**config.mk**
```make
export PLATFORM = sky130hd
export DESIGN_NAME = command_line_argument_splitter_core_flat
export DESIGN_NICKNAME = d
export VERILOG_FILES = /design/src/hdl/csplit_pkg.sv /design/src/hdl/csplit_if.sv /design/src/hdl/command_line_argument_splitter_core.sv /design/src/hdl/csplit_parse.sv /design/src/hdl/csplit_outq.sv /design/src/flat_wrapper.sv
export SDC_FILE = /design/constraint.sdc
export NUM_CORES = 1
export LEC_CHECK = 0
export ABC_AREA = 1
export BUFFER_PORTS_ARGS = -buffer_cell sky130_fd_sc_hd__buf_2
export CELL_PAD_IN_SITES_DETAIL_PLACEMENT = 0
export CELL_PAD_IN_SITES_GLOBAL_PLACEMENT = 2
export CORE_ASPECT_RATIO = 1.1
export CORE_MARGIN = 4
export CORE_UTILIZATION = 25
export CTS_CLUSTER_SIZE = 20
export DETAILED_ROUTE_END_ITERATION = 10
export HOLD_SLACK_MARGIN = 0.05
export PLACE_DENSITY_LB_ADDON = 0.1
export SYNTH_ARGS = -nofsm -noshare
export SYNTH_HDL_FRONTEND = slang
export SYNTH_SLANG_ARGS = --single-unit
```
**constraint.sdc**
```tcl
create_clock -name clk -period 11.8 [get_ports clk]
set_input_delay 3.54 -clock clk [delete_from_list [all_inputs] [get_ports clk]]
set_output_delay 3.54 -clock clk [all_outputs]
set_load 0.005 [all_outputs]
```
**src/hdl/csplit_pkg.sv**
```systemverilog
// Shared types and constants for the command-line argument splitter.
`timescale 1ns / 1ps
package csplit_pkg;

  localparam int unsigned MAX_BACKSLASH_RUN_DEF = 32767;
  localparam int unsigned MAX_ARGS_DEF = 16383;

  localparam int unsigned CH_W = 16;
  localparam int unsigned REP_W = 15;
  localparam int unsigned IDX_W = 14;
  localparam int unsigned NRES = 3;

  localparam logic [CH_W-1:0] CH_QUOTE = 16'h0022;
  localparam logic [CH_W-1:0] CH_BSLASH = 16'h005C;
  localparam logic [CH_W-1:0] CH_TAB = 16'h0009;
  localparam logic [CH_W-1:0] CH_SPACE = 16'h0020;

  localparam logic KIND_RUN = 1'b0;
  localparam logic KIND_END = 1'b1;

  typedef struct packed {
    logic [CH_W-1:0] ch;
    logic            is_end;
  } in_item_t;

  typedef struct packed {
    logic [CH_W-1:0]  out_char;
    logic [REP_W-1:0] repeat_res;
    logic             kind;
    logic [IDX_W-1:0] arg_index;
    logic             line_end;
  } result_t;

  typedef struct packed {
    logic [CH_W-1:0]  out_char;
    logic [REP_W-1:0] repeat_res;
    logic             kind;
    logic [IDX_W-1:0] arg_index;
    logic             line_end;
    logic             last;
  } out_item_t;

  typedef struct packed {
    logic                 valid;
    logic [1:0]           cnt;
    result_t [NRES-1:0]   res;
  } batch_t;

  function automatic result_t mk_res(logic [CH_W-1:0] c, logic [REP_W-1:0] rep,
                                     logic kind, logic [IDX_W-1:0] idx, logic le);
    result_t r;
    r.out_char = c;
    r.repeat_res = rep;
    r.kind = kind;
    r.arg_index = idx;
    r.line_end = le;
    return r;
  endfunction

endpackage

```
**src/hdl/csplit_if.sv**
```systemverilog
// Valid/ready channel carrying one payload per request.
`timescale 1ns / 1ps
interface csplit_if #(parameter type payload_t = logic);
  logic     valid;
  logic     ready;
  payload_t data;

  modport source (output valid, output data, input ready);
  modport sink (input valid, input data, output ready);
endinterface

```
**src/hdl/command_line_argument_splitter_core.sv**
```systemverilog
// Top level of the command-line argument splitter.
// Usage:
//   line: one request per UTF-16 code unit (ch), is_end set on the terminator.
//   args: character runs (kind 0, repeat_res copies of out_char) and
//         end-of-argument marks (kind 1); the result with line_end set carries
//         the argument count in arg_index. last marks the final result of a
//         character request.
// Latency: a character taken into the input register is loaded into the
//   result bank once the bank is free, and its first result is taken from
//   there. Throughput: one character per clock while args is ready and
//   each character gives at most one result; a character giving more
//   results holds the line channel until the single result port has
//   drained them from the bank. A character giving no result does not hold the line channel.
// Reset: clears the input register, the result bank and the splitter state;
//   the next character starts a new line.
// Stall: while args is not ready the result bank holds, the input register
//   fills, then line.ready drops; nothing is lost.
`timescale 1ns / 1ps
module command_line_argument_splitter_core
  import csplit_pkg::*;
#(
  parameter int unsigned MAX_BACKSLASH_RUN = MAX_BACKSLASH_RUN_DEF,
  parameter int unsigned MAX_ARGS = MAX_ARGS_DEF
) (
  input logic clk,
  input logic rst,
  csplit_if.sink   line,
  csplit_if.source args
);

  batch_t batch;
  logic   load_ready;

  csplit_parse #(
    .MAX_BACKSLASH_RUN(MAX_BACKSLASH_RUN),
    .MAX_ARGS(MAX_ARGS)
  ) u_parse (
    .clk(clk),
    .rst(rst),
    .in_valid(line.valid),
    .in_data(line.data),
    .in_ready(line.ready),
    .load_ready(load_ready),
    .batch(batch)
  );

  csplit_outq u_outq (
    .clk(clk),
    .rst(rst),
    .batch(batch),
    .load_ready(load_ready),
    .args(args)
  );

`ifndef SYNTHESIS
  a_line_end_last: assert property (@(posedge clk) disable iff (rst)
    args.valid && args.data.line_end |-> args.data.last && args.data.kind == KIND_END)
    else $error("line end result is not final end mark");

  a_run_nonzero: assert property (@(posedge clk) disable iff (rst)
    args.valid && args.data.kind == KIND_RUN |-> args.data.repeat_res != '0)
    else $error("character run with zero repeat");

  a_end_no_char: assert property (@(posedge clk) disable iff (rst)
    args.valid && args.data.kind == KIND_END |->
      args.data.out_char == '0 && args.data.repeat_res == '0)
    else $error("end mark carries character data");
`endif

endmodule

```
**src/hdl/csplit_parse.sv**
```systemverilog
// Input register, splitter state and per-character result logic.
`timescale 1ns / 1ps
module csplit_parse
  import csplit_pkg::*;
#(
  parameter int unsigned MAX_BACKSLASH_RUN = MAX_BACKSLASH_RUN_DEF,
  parameter int unsigned MAX_ARGS = MAX_ARGS_DEF
) (
  input  logic     clk,
  input  logic     rst,
  input  logic     in_valid,
  input  in_item_t in_data,
  output logic     in_ready,
  input  logic     load_ready,
  output batch_t   batch
);

  localparam int unsigned BW = $clog2(MAX_BACKSLASH_RUN + 1);
  localparam int unsigned AW = $clog2(MAX_ARGS + 1);

  typedef enum logic [2:0] {
    PH_START,
    PH_EXEQ,
    PH_EXEP,
    PH_GAP,
    PH_ARG
  } phase_t;

  phase_t          phase, phase_next;
  logic [BW-1:0]   backslash_run, backslash_run_next;
  logic [1:0]      quote_count, quote_count_next;
  logic            in_quote_run, in_quote_run_next;
  logic [AW-1:0]   arg_counter, arg_counter_next;
  logic            held_vld;
  in_item_t        held;
  result_t [NRES-1:0] res;
  logic [1:0]      n;

  function automatic logic [IDX_W-1:0] cur_idx(logic [AW-1:0] ac);
    logic [AW-1:0] m;
    m = (ac != '0) ? ac - AW'(1) : '0;
    return IDX_W'(m);
  endfunction

  function automatic logic [AW-1:0] arg_sat(logic [AW-1:0] ac);
    return (ac < AW'(MAX_ARGS)) ? ac + AW'(1) : ac;
  endfunction

  assign in_ready = !held_vld || load_ready;
  assign batch.valid = held_vld;
  assign batch.cnt = n;
  assign batch.res = res;

  always_comb begin
    logic [CH_W-1:0]  c;
    logic             fin, white, quote, bslash, arg_mode, clear;
    logic [BW-1:0]    bs_e, half;
    logic [1:0]       qc_e;
    logic             iqr_e;
    logic [AW-1:0]    ac_e;
    logic [IDX_W-1:0] idx;
    logic [2:0]       qsum;
    c = held.ch;
    fin = held.is_end;
    white = (c == CH_SPACE) || (c == CH_TAB);
    quote = (c == CH_QUOTE);
    bslash = (c == CH_BSLASH);
    arg_mode = 1'b0;
    clear = 1'b0;
    bs_e = backslash_run;
    qc_e = quote_count;
    iqr_e = in_quote_run;
    ac_e = arg_counter;
    half = '0;
    qsum = '0;
    phase_next = phase;
    backslash_run_next = backslash_run;
    quote_count_next = quote_count;
    in_quote_run_next = in_quote_run;
    arg_counter_next = arg_counter;
    res = '0;
    n = 2'd0;
    idx = cur_idx(arg_counter);

    case (phase)
      PH_EXEQ, PH_EXEP: begin
        if (fin) begin
          res[n] = mk_res('0, '0, KIND_END, idx, 1'b0);
          n = n + 2'd1;
          res[n] = mk_res('0, '0, KIND_END, IDX_W'(ac_e), 1'b1);
          n = n + 2'd1;
          clear = 1'b1;
        end else if ((phase == PH_EXEQ && quote) || (phase == PH_EXEP && white)) begin
          res[n] = mk_res('0, '0, KIND_END, idx, 1'b0);
          n = n + 2'd1;
          phase_next = PH_GAP;
        end else begin
          res[n] = mk_res(c, REP_W'(1), KIND_RUN, idx, 1'b0);
          n = n + 2'd1;
        end
      end
      PH_GAP: begin
        if (fin) begin
          res[n] = mk_res('0, '0, KIND_END, IDX_W'(ac_e), 1'b1);
          n = n + 2'd1;
          clear = 1'b1;
        end else if (!white) begin
          ac_e = arg_sat(arg_counter);
          bs_e = '0;
          qc_e = '0;
          iqr_e = 1'b0;
          arg_mode = 1'b1;
        end
      end
      PH_ARG: begin
        arg_mode = 1'b1;
      end
      default: begin
        ac_e = AW'(1);
        arg_counter_next = ac_e;
        idx = '0;
        if (fin) begin
          res[n] = mk_res('0, '0, KIND_END, idx, 1'b0);
          n = n + 2'd1;
          res[n] = mk_res('0, '0, KIND_END, IDX_W'(ac_e), 1'b1);
          n = n + 2'd1;
          clear = 1'b1;
        end else if (quote) begin
          phase_next = PH_EXEQ;
        end else if (white) begin
          res[n] = mk_res('0, '0, KIND_END, idx, 1'b0);
          n = n + 2'd1;
          phase_next = PH_GAP;
        end else begin
          res[n] = mk_res(c, REP_W'(1), KIND_RUN, idx, 1'b0);
          n = n + 2'd1;
          phase_next = PH_EXEP;
        end
      end
    endcase

    if (arg_mode) begin
      idx = cur_idx(ac_e);
      if (iqr_e && (fin || !quote)) begin
        if (qc_e == 2'd2) begin
          qc_e = '0;
        end
        iqr_e = 1'b0;
      end
      phase_next = PH_ARG;
      arg_counter_next = ac_e;
      backslash_run_next = bs_e;
      quote_count_next = qc_e;
      in_quote_run_next = iqr_e;
      if (fin) begin
        if (bs_e != '0) begin
          res[n] = mk_res(CH_BSLASH, REP_W'(bs_e), KIND_RUN, idx, 1'b0);
          n = n + 2'd1;
        end
        res[n] = mk_res('0, '0, KIND_END, idx, 1'b0);
        n = n + 2'd1;
        res[n] = mk_res('0, '0, KIND_END, IDX_W'(ac_e), 1'b1);
        n = n + 2'd1;
        clear = 1'b1;
      end else if (quote) begin
        if (iqr_e) begin
          qsum = {1'b0, qc_e} + 3'd1;
          if (qsum >= 3'd3) begin
            res[n] = mk_res(CH_QUOTE, REP_W'(1), KIND_RUN, idx, 1'b0);
            n = n + 2'd1;
            quote_count_next = '0;
          end else begin
            quote_count_next = qsum[1:0];
          end
        end else begin
          half = bs_e >> 1;
          if (half != '0) begin
            res[n] = mk_res(CH_BSLASH, REP_W'(half), KIND_RUN, idx, 1'b0);
            n = n + 2'd1;
          end
          if (!bs_e[0]) begin
            quote_count_next = qc_e + 2'd1;
          end else begin
            res[n] = mk_res(CH_QUOTE, REP_W'(1), KIND_RUN, idx, 1'b0);
            n = n + 2'd1;
          end
          backslash_run_next = '0;
          in_quote_run_next = 1'b1;
        end
      end else if (bslash) begin
        if (bs_e < BW'(MAX_BACKSLASH_RUN)) begin
          backslash_run_next = bs_e + BW'(1);
        end
      end else begin
        if (bs_e != '0) begin
          res[n] = mk_res(CH_BSLASH, REP_W'(bs_e), KIND_RUN, idx, 1'b0);
          n = n + 2'd1;
        end
        backslash_run_next = '0;
        if (white && qc_e == 2'd0) begin
          res[n] = mk_res('0, '0, KIND_END, idx, 1'b0);
          n = n + 2'd1;
          phase_next = PH_GAP;
        end else begin
          res[n] = mk_res(c, REP_W'(1), KIND_RUN, idx, 1'b0);
          n = n + 2'd1;
        end
      end
    end

    if (clear) begin
      phase_next = PH_START;
      backslash_run_next = '0;
      quote_count_next = '0;
      in_quote_run_next = 1'b0;
      arg_counter_next = '0;
    end
  end

  always_ff @(posedge clk) begin
    if (rst) begin
      held_vld <= 1'b0;
      phase <= PH_START;
      backslash_run <= '0;
      quote_count <= '0;
      in_quote_run <= 1'b0;
      arg_counter <= '0;
    end else begin
      if (in_valid && in_ready) begin
        held_vld <= 1'b1;
      end else if (load_ready) begin
        held_vld <= 1'b0;
      end
      if (held_vld && load_ready) begin
        phase <= phase_next;
        backslash_run <= backslash_run_next;
        quote_count <= quote_count_next;
        in_quote_run <= in_quote_run_next;
        arg_counter <= arg_counter_next;
      end
    end
  end

  always_ff @(posedge clk) begin
    if (in_valid && in_ready) begin
      held <= in_data;
    end
  end

endmodule

```
**src/hdl/csplit_outq.sv**
```systemverilog
// Result register bank that hands out up to three results one per request.
`timescale 1ns / 1ps
module csplit_outq
  import csplit_pkg::*;
(
  input  logic   clk,
  input  logic   rst,
  input  batch_t batch,
  output logic   load_ready,
  csplit_if.source args
);

  result_t [NRES-1:0] q;
  logic [1:0] cnt;
  logic [1:0] ptr;
  logic       at_last;
  logic       drain;
  result_t    cur;

  assign cur = q[ptr];
  assign at_last = (ptr == cnt - 2'd1);
  assign drain = args.valid && args.ready;
  assign load_ready = (cnt == 2'd0) || (drain && at_last);

  assign args.valid = (cnt != 2'd0);
  assign args.data.out_char = cur.out_char;
  assign args.data.repeat_res = cur.repeat_res;
  assign args.data.kind = cur.kind;
  assign args.data.arg_index = cur.arg_index;
  assign args.data.line_end = cur.line_end;
  assign args.data.last = at_last;

  always_ff @(posedge clk) begin
    if (rst) begin
      cnt <= '0;
      ptr <= '0;
    end else if (batch.valid && load_ready) begin
      cnt <= batch.cnt;
      ptr <= '0;
    end else if (drain) begin
      if (at_last) begin
        cnt <= '0;
        ptr <= '0;
      end else begin
        ptr <= ptr + 2'd1;
      end
    end
  end

  always_ff @(posedge clk) begin
    if (batch.valid && load_ready) begin
      q <= batch.res;
    end
  end

endmodule

```
**src/flat_wrapper.sv**
```systemverilog
// flat-port wrapper written by rule: the top's interface ports become plain ports
module command_line_argument_splitter_core_flat import csplit_pkg::*;
#(
  parameter int unsigned MAX_BACKSLASH_RUN = MAX_BACKSLASH_RUN_DEF,
  parameter int unsigned MAX_ARGS = MAX_ARGS_DEF
)
  (clk, rst, line_valid, line_data, line_ready, args_valid, args_data, args_ready);
  csplit_if #(.payload_t(in_item_t)) line_i ();
  csplit_if #(.payload_t(out_item_t)) args_i ();
  input logic clk;
  input logic rst;
  input wire logic [$bits(line_i.valid)-1:0] line_valid;
  input wire logic [$bits(line_i.data)-1:0] line_data;
  output wire logic [$bits(line_i.ready)-1:0] line_ready;
  output wire logic [$bits(args_i.valid)-1:0] args_valid;
  output wire logic [$bits(args_i.data)-1:0] args_data;
  input wire logic [$bits(args_i.ready)-1:0] args_ready;
  assign line_i.valid = line_valid;
  assign line_i.data = line_data;
  assign line_ready = line_i.ready;
  assign args_valid = args_i.valid;
  assign args_data = args_i.data;
  assign args_i.ready = args_ready;
  command_line_argument_splitter_core #(.MAX_BACKSLASH_RUN(MAX_BACKSLASH_RUN), .MAX_ARGS(MAX_ARGS)) u_core (.clk(clk), .rst(rst), .line(line_i), .args(args_i));
endmodule
```
# Word level (Yosys, flattened, before mapping)
# Cells that the tools add are included.
# Widths: inputs -> output; s select.
# totals
register_bits,198
input_bits,21
out_inout_bits,50
elab_cells,245
# op_classes
order_cmp,14
n_reduce_logical,40
eq_ne,14
add_sub_neg,13
mux,139
# ops
operator,count
$mux 141,19
$bwmux 141,8
$mux 47,11
$demux 47 s2,5
$mux 15,10
$pmux 47 s3,1
$mux 14,8
$bmux 47 s2,1
$mux 94,1
$pmux 47 s2,1
$mux 2,39
$eq 16x6->1 const B,2
$mux 16,2
$reduce_bool 15->1,2
$pmux 14 s2,1
$reduce_bool 14->1,2
$sub 14x1->14 const B,2
$mux 3,9
$mux 1,20
$lt 2x3->1 const B,6
$eq 16x4->1 const B,1
$eq 16x7->1 const B,1
$add 15x1->15 const B,1
$lt 15x15->1 const B,1
other kinds (27),66

# Depth between registers and ports, before layout
# depth
depth_word,22
ltp_mapped,31
depth_no_buf,29

# By module
# From an unflattened synthesis, not the netlist that was laid out.
# unflattened
hier_cells,2000
hier_area_um2,14652.8
# by_module_without_submodules
module,cells_per_inst,instances,area_each_um2,seq_area_each_um2
csplit_parse,1603,1,9090.0,1231.2
csplit_outq,397,1,5562.8,4314.1

# Worst setup path after synthesis
# OpenSTA, ideal clock, no wires.
# synth_timing
path_kind,input -> register
from,input port args_ready
to,register u_core.u_parse.arg_counter[0]
required_ns,11.705
setup_time_ns,0.095
arrival_ns,7.954
path_buffers,1
setup_slack_ns,3.751
path_stages,9
path_cell_list,nand2_1 nor2_1 inv_1 nand2_1 nand2_1 inv_1 o21ai_1 buf_2 a221oi_1
# synth_via
elab_chain_len,5
# synth_lines
item,line,rtl
start: declaration,flat_wrapper.sv:17,input wire logic [$bits(args_i.ready)-1:0] args_ready;
$logic_and 1x1->1,csplit_outq.sv:22,assign drain = args.valid && args.ready;
$logic_and 1x1->1,csplit_outq.sv:23,assign load_ready = (cnt == 2'd0) || (drain && at_last);
$logic_or 1x1->1,csplit_outq.sv:23,
$logic_and 1x1->1,csplit_parse.sv:234,if (held_vld && load_ready) begin
$reduce_and 2->1 (no line),--,
end signal: assignment,csplit_parse.sv:239,arg_counter <= arg_counter_next;
end: declaration,csplit_parse.sv:33,"logic [AW-1:0] arg_counter, arg_counter_next;"
# Every way passes these cells.
# A chain may end at the register's enable or synchronous reset.

# Worst setup path in the final report
# layout_timing
from,input port args_ready
to,output port line_ready
# layout_via
elab_chain_len,4
# layout_lines
item,line,rtl
$logic_and 1x1->1,csplit_outq.sv:22,
$logic_and 1x1->1,csplit_outq.sv:23,
$logic_or 1x1->1,csplit_outq.sv:23,
$logic_or 1x1->1,csplit_parse.sv:49,assign in_ready = !held_vld || load_ready;
end: declaration,flat_wrapper.sv:14,output wire logic [$bits(line_i.ready)-1:0] line_ready;
# Every way passes these cells.

==> results.md <==
* Yosys Warn Count at 0
* Fin. max-slew vios at 0
* Post-synth top area cell: edfxtp_1
* Die X at ~240 um
* CP Launch Type: primary input
* Clock power frac at between 30% and 40%
* TritonCTS clock tree: yes
* Required @ worst endpoint at roughly 8.3 ns
* Clock transition at path regs at roughly 0.080 ns
* Post-synthesis sequential area ratio at 36.0%
* Post-route setup TNS at 0 ns
* WHS at ~0.47 ns
* Syn nets at 2256
* Seq pwr share at 41.1%
* Post-synth EDFFs at between 150 and 200
* Top post-synthesis cells by count: nand2_1 (530), nor2_1 (284), inv_1 (185), a21oi_1 (160), edfxtp_1 (158)
* Crit-path cells: buf_2, nand2_1, nor2_1, inv_1, nand3_1, buf_2
* Final period utilization at between 60% and 70%
* Area contributors post-synth: edfxtp_1 (31%), nand2_1 (13%), nor2_1 (6.9%), a21oi_1 (5.2%), dfxtp_1 (5.2%)
* Crit path buf inv count at 3
* Ys async rst share at 0%
* Cell count after synthesis at between 2k and 2.5k
* Root buffer cell: clkbuf_16
* CP delay by family, top: simple AND/OR/NAND/NOR gates
* HPWL after detailed placement at a little over 50000 um
* Diode count at 0
* Final Hold Viols at 0
* Result of the run: finished clean
* Share of the synthesized area in the top cell type at between 30% and 40%
* Hold path cells at 2
* Met2 usage at roughly two fifths
* Worst Tran Pin Value at ~1.1 ns
* Sw Share at 38.3%
* Peak supply drop at approximately 98 uV
* Slowest cell on the critical path: nor2_1
* Synth Cell Area at between 15000 and 20000 um2
* GRT Max-Usage Layer: met2
* Global route overflow at 0
* F_max at about 130 MHz
* Pwr/cell area at roughly 120 nW/um2
* Starting DRT DRC Count at slightly above 1k
* Critical Path Fanout Max at 3
* Bufs on Longest Clock Path at 2
* Min Tclk post-route at 7.75 ns
* Initial antenna violation count at 0
* RePlAce Congestion at 0.853
* Post-route worst setup slack at just over 4 ns
* Largest net degree at the start of global routing at 65
* GRT met3 Usage at roughly 2.4%
* Internal Pwr Total at 0.00124 W
* Sw Pwr at approximately 0.00077 W
* Cell mode on critical path: buf_2
* Pre-CTS WS at approximately 4.1 ns
* Avg Vias per Cell at just over 5
* Vias at roughly 16k
* Post-CTS Setup Inserts at 0
* Post-synth cell types at between 60 and 70
* Worst Setup End Kind: primary output
* Number of H-tree levels at 4
* CTS-repair resized insts at 0
* Post-DR wirelength/cell at 23.5 um
* Worst path depth at 6
* Die area at roughly 66000 um2
* Worst Path Arrival at 4.21 ns
* Starting density of the core at 25.2%
* RSZ-0062 raised after global routing: no
* Gr usage total at between 20 and 25%
* Ys flop type: edfxtp_1
* Hold/Removal Path Class: reg2reg
* Most numerous cell in the Yosys netlist: nand2_1
* Hold buffer count at CTS at 0
* Layout cells sized above 1 at between 10 and 15%
* Setup Crit Path Kind: in2out
* Post-route ant nets at 0
* I/O Buffers at 70
* Area growth syn-to-layout at 10.6%
* IO Count at ~70
* Vias in the first global route at 15.5k
* Routed wire length at about 72000 um
* Max-cap violations at 0
* Final nets at between 2k and 2.5k
* GR Util met1 at about a quarter
* DRC violations left at 0
* First-pass GRT wire length at around 100000 um
* Final setup vio count at 0
* Pleak at between 6 and 7 nW
* Worst-Skew Late Latency at between 0.5 and 0.6 ns
* Final Skew at roughly 0.024 ns
* Num CTS Buffers at 17
* Cell Rows at 95
* Die Y at ~270 um
* Clock sink total at between 150 and 200
* Slew margin rel. at 25.7%
* Syn Area/Cell at 6.96 um2
* Worst path max stage delay at around 0.2 ns
* R2R depth at 18
* Core area at between 60000 and 70000 um2
* Synth Register Bits at 198
* Logic pwr share at ~28%
* DRT Pass-1 Iters at 7
layout by cell type, fill, tap and decap left out, types with 9 or more instances in the layout:
cell	count
a21oi_1	160
buf_2	70
xor2_1	21
o31ai_1	50
nand2_2	18
a31oi_1	15
inv_1	184
buf_4	22
dfxtp_1	38
edfxtp_1	158
nor2_2	16
nor3_1	29
a22oi_1	12
ha_1	21
clkbuf_16	17
o21ai_1	50
o22ai_1	33
o21ai_0	131
inv_2	41
nand2_1	529
o32ai_1	24
nand3_1	153
nor2_1	283
a211oi_1	9
nand2_4	15
nand4_1	24
tightest hold or removal path: stages, from the launching register on:
cell and delay (ns):
dfxtp_1 0.31, nand2_1 0.06, a21oi_1 0.06
kinds of logic (layout without fill, tap and decap cells):
group           count (synthesis)  after routing  synth area share (%)
xor+xnor                       23             23                  1.31
buf+inv                       345            355                  9.18
fa+ha+maj                      21             21                  1.70
flops                         198            198                  36.0
compound gates                520            520                  19.8
simple gates                 1107           1107                  32.0
power groups by stage:
stage / combinational [W] / clock, W / sequential (W)
floorplan: 0.000364 / 0 / 0.000837
global placement: 0.000559 / 0 / 0.000843
detailed placement: 0.000559 / 0 / 0.000844
CTS: 0.000561 / 0.000657 / 0.000828
global route: 0.000612 / 0.000681 / 0.000832
finish: 0.000555 / 0.000631 / 0.000827
cell type report:
cell class                      count  area, um2
Clock buffer                       17        425
Clock inverter                     15        189
Fill cell                        6880      44000
Inverter                          231        877
Multi-Input combinational cell   1671       8470
Sequential cell                   198       5550
Tap cell                          824       1030
Timing Repair Buffer               92        515
worst paths after layout:
kind	slack, ns	from	endpoint
worst max-delay path	4.05	args_ready	line_ready
worst min-delay path	0.47	u_core.u_outq.cnt[1]$_SDFFE_PP0P_	u_core.u_outq.cnt[1]$_SDFFE_PP0P_
worst max register to register	5.61	u_core.u_parse.held[7]$_DFFE_PP_	u_core.u_outq.q[19]$_SDFFCE_PN0P_
worst min register to register	0.47	u_core.u_outq.cnt[1]$_SDFFE_PP0P_	u_core.u_outq.cnt[1]$_SDFFE_PP0P_
per-stage QoR:
stage	cells	cell area, um2	util (%)	power [W]
3_3_place_gp	3016	16400	26.9	0.00140
3_5_place_dp	3016	16400	26.9	0.00140
5_1_grt	3048	17100	27.9	0.00212
6_report	3048	17100	27.9	0.00201
4_1_cts	3048	17100	27.9	0.00205
2_1_floorplan	2214	15400	-	0.00120
sequential cells by signal, indices dropped and copies added, names as in the netlist:
register and cells:
u_core.u_parse.backslash_run 15, u_core.u_parse.in_quote_run 1, u_core.u_parse.phase 3, u_core.u_outq.cnt 2
u_core.u_outq.q 141, u_core.u_outq.ptr 2, u_core.u_parse.quote_count 2, u_core.u_parse.held_vld 1
u_core.u_parse.held 17, u_core.u_parse.arg_counter 14
metal layers:
layer / wire length (um) / part of all wire [%]
met1: 30500 / 43
met2: 36400 / 51
met3: 2130 / 3.0
met4: 2510 / 3.5
met5: 0 / 0
(Power assumes the default switching activity.)
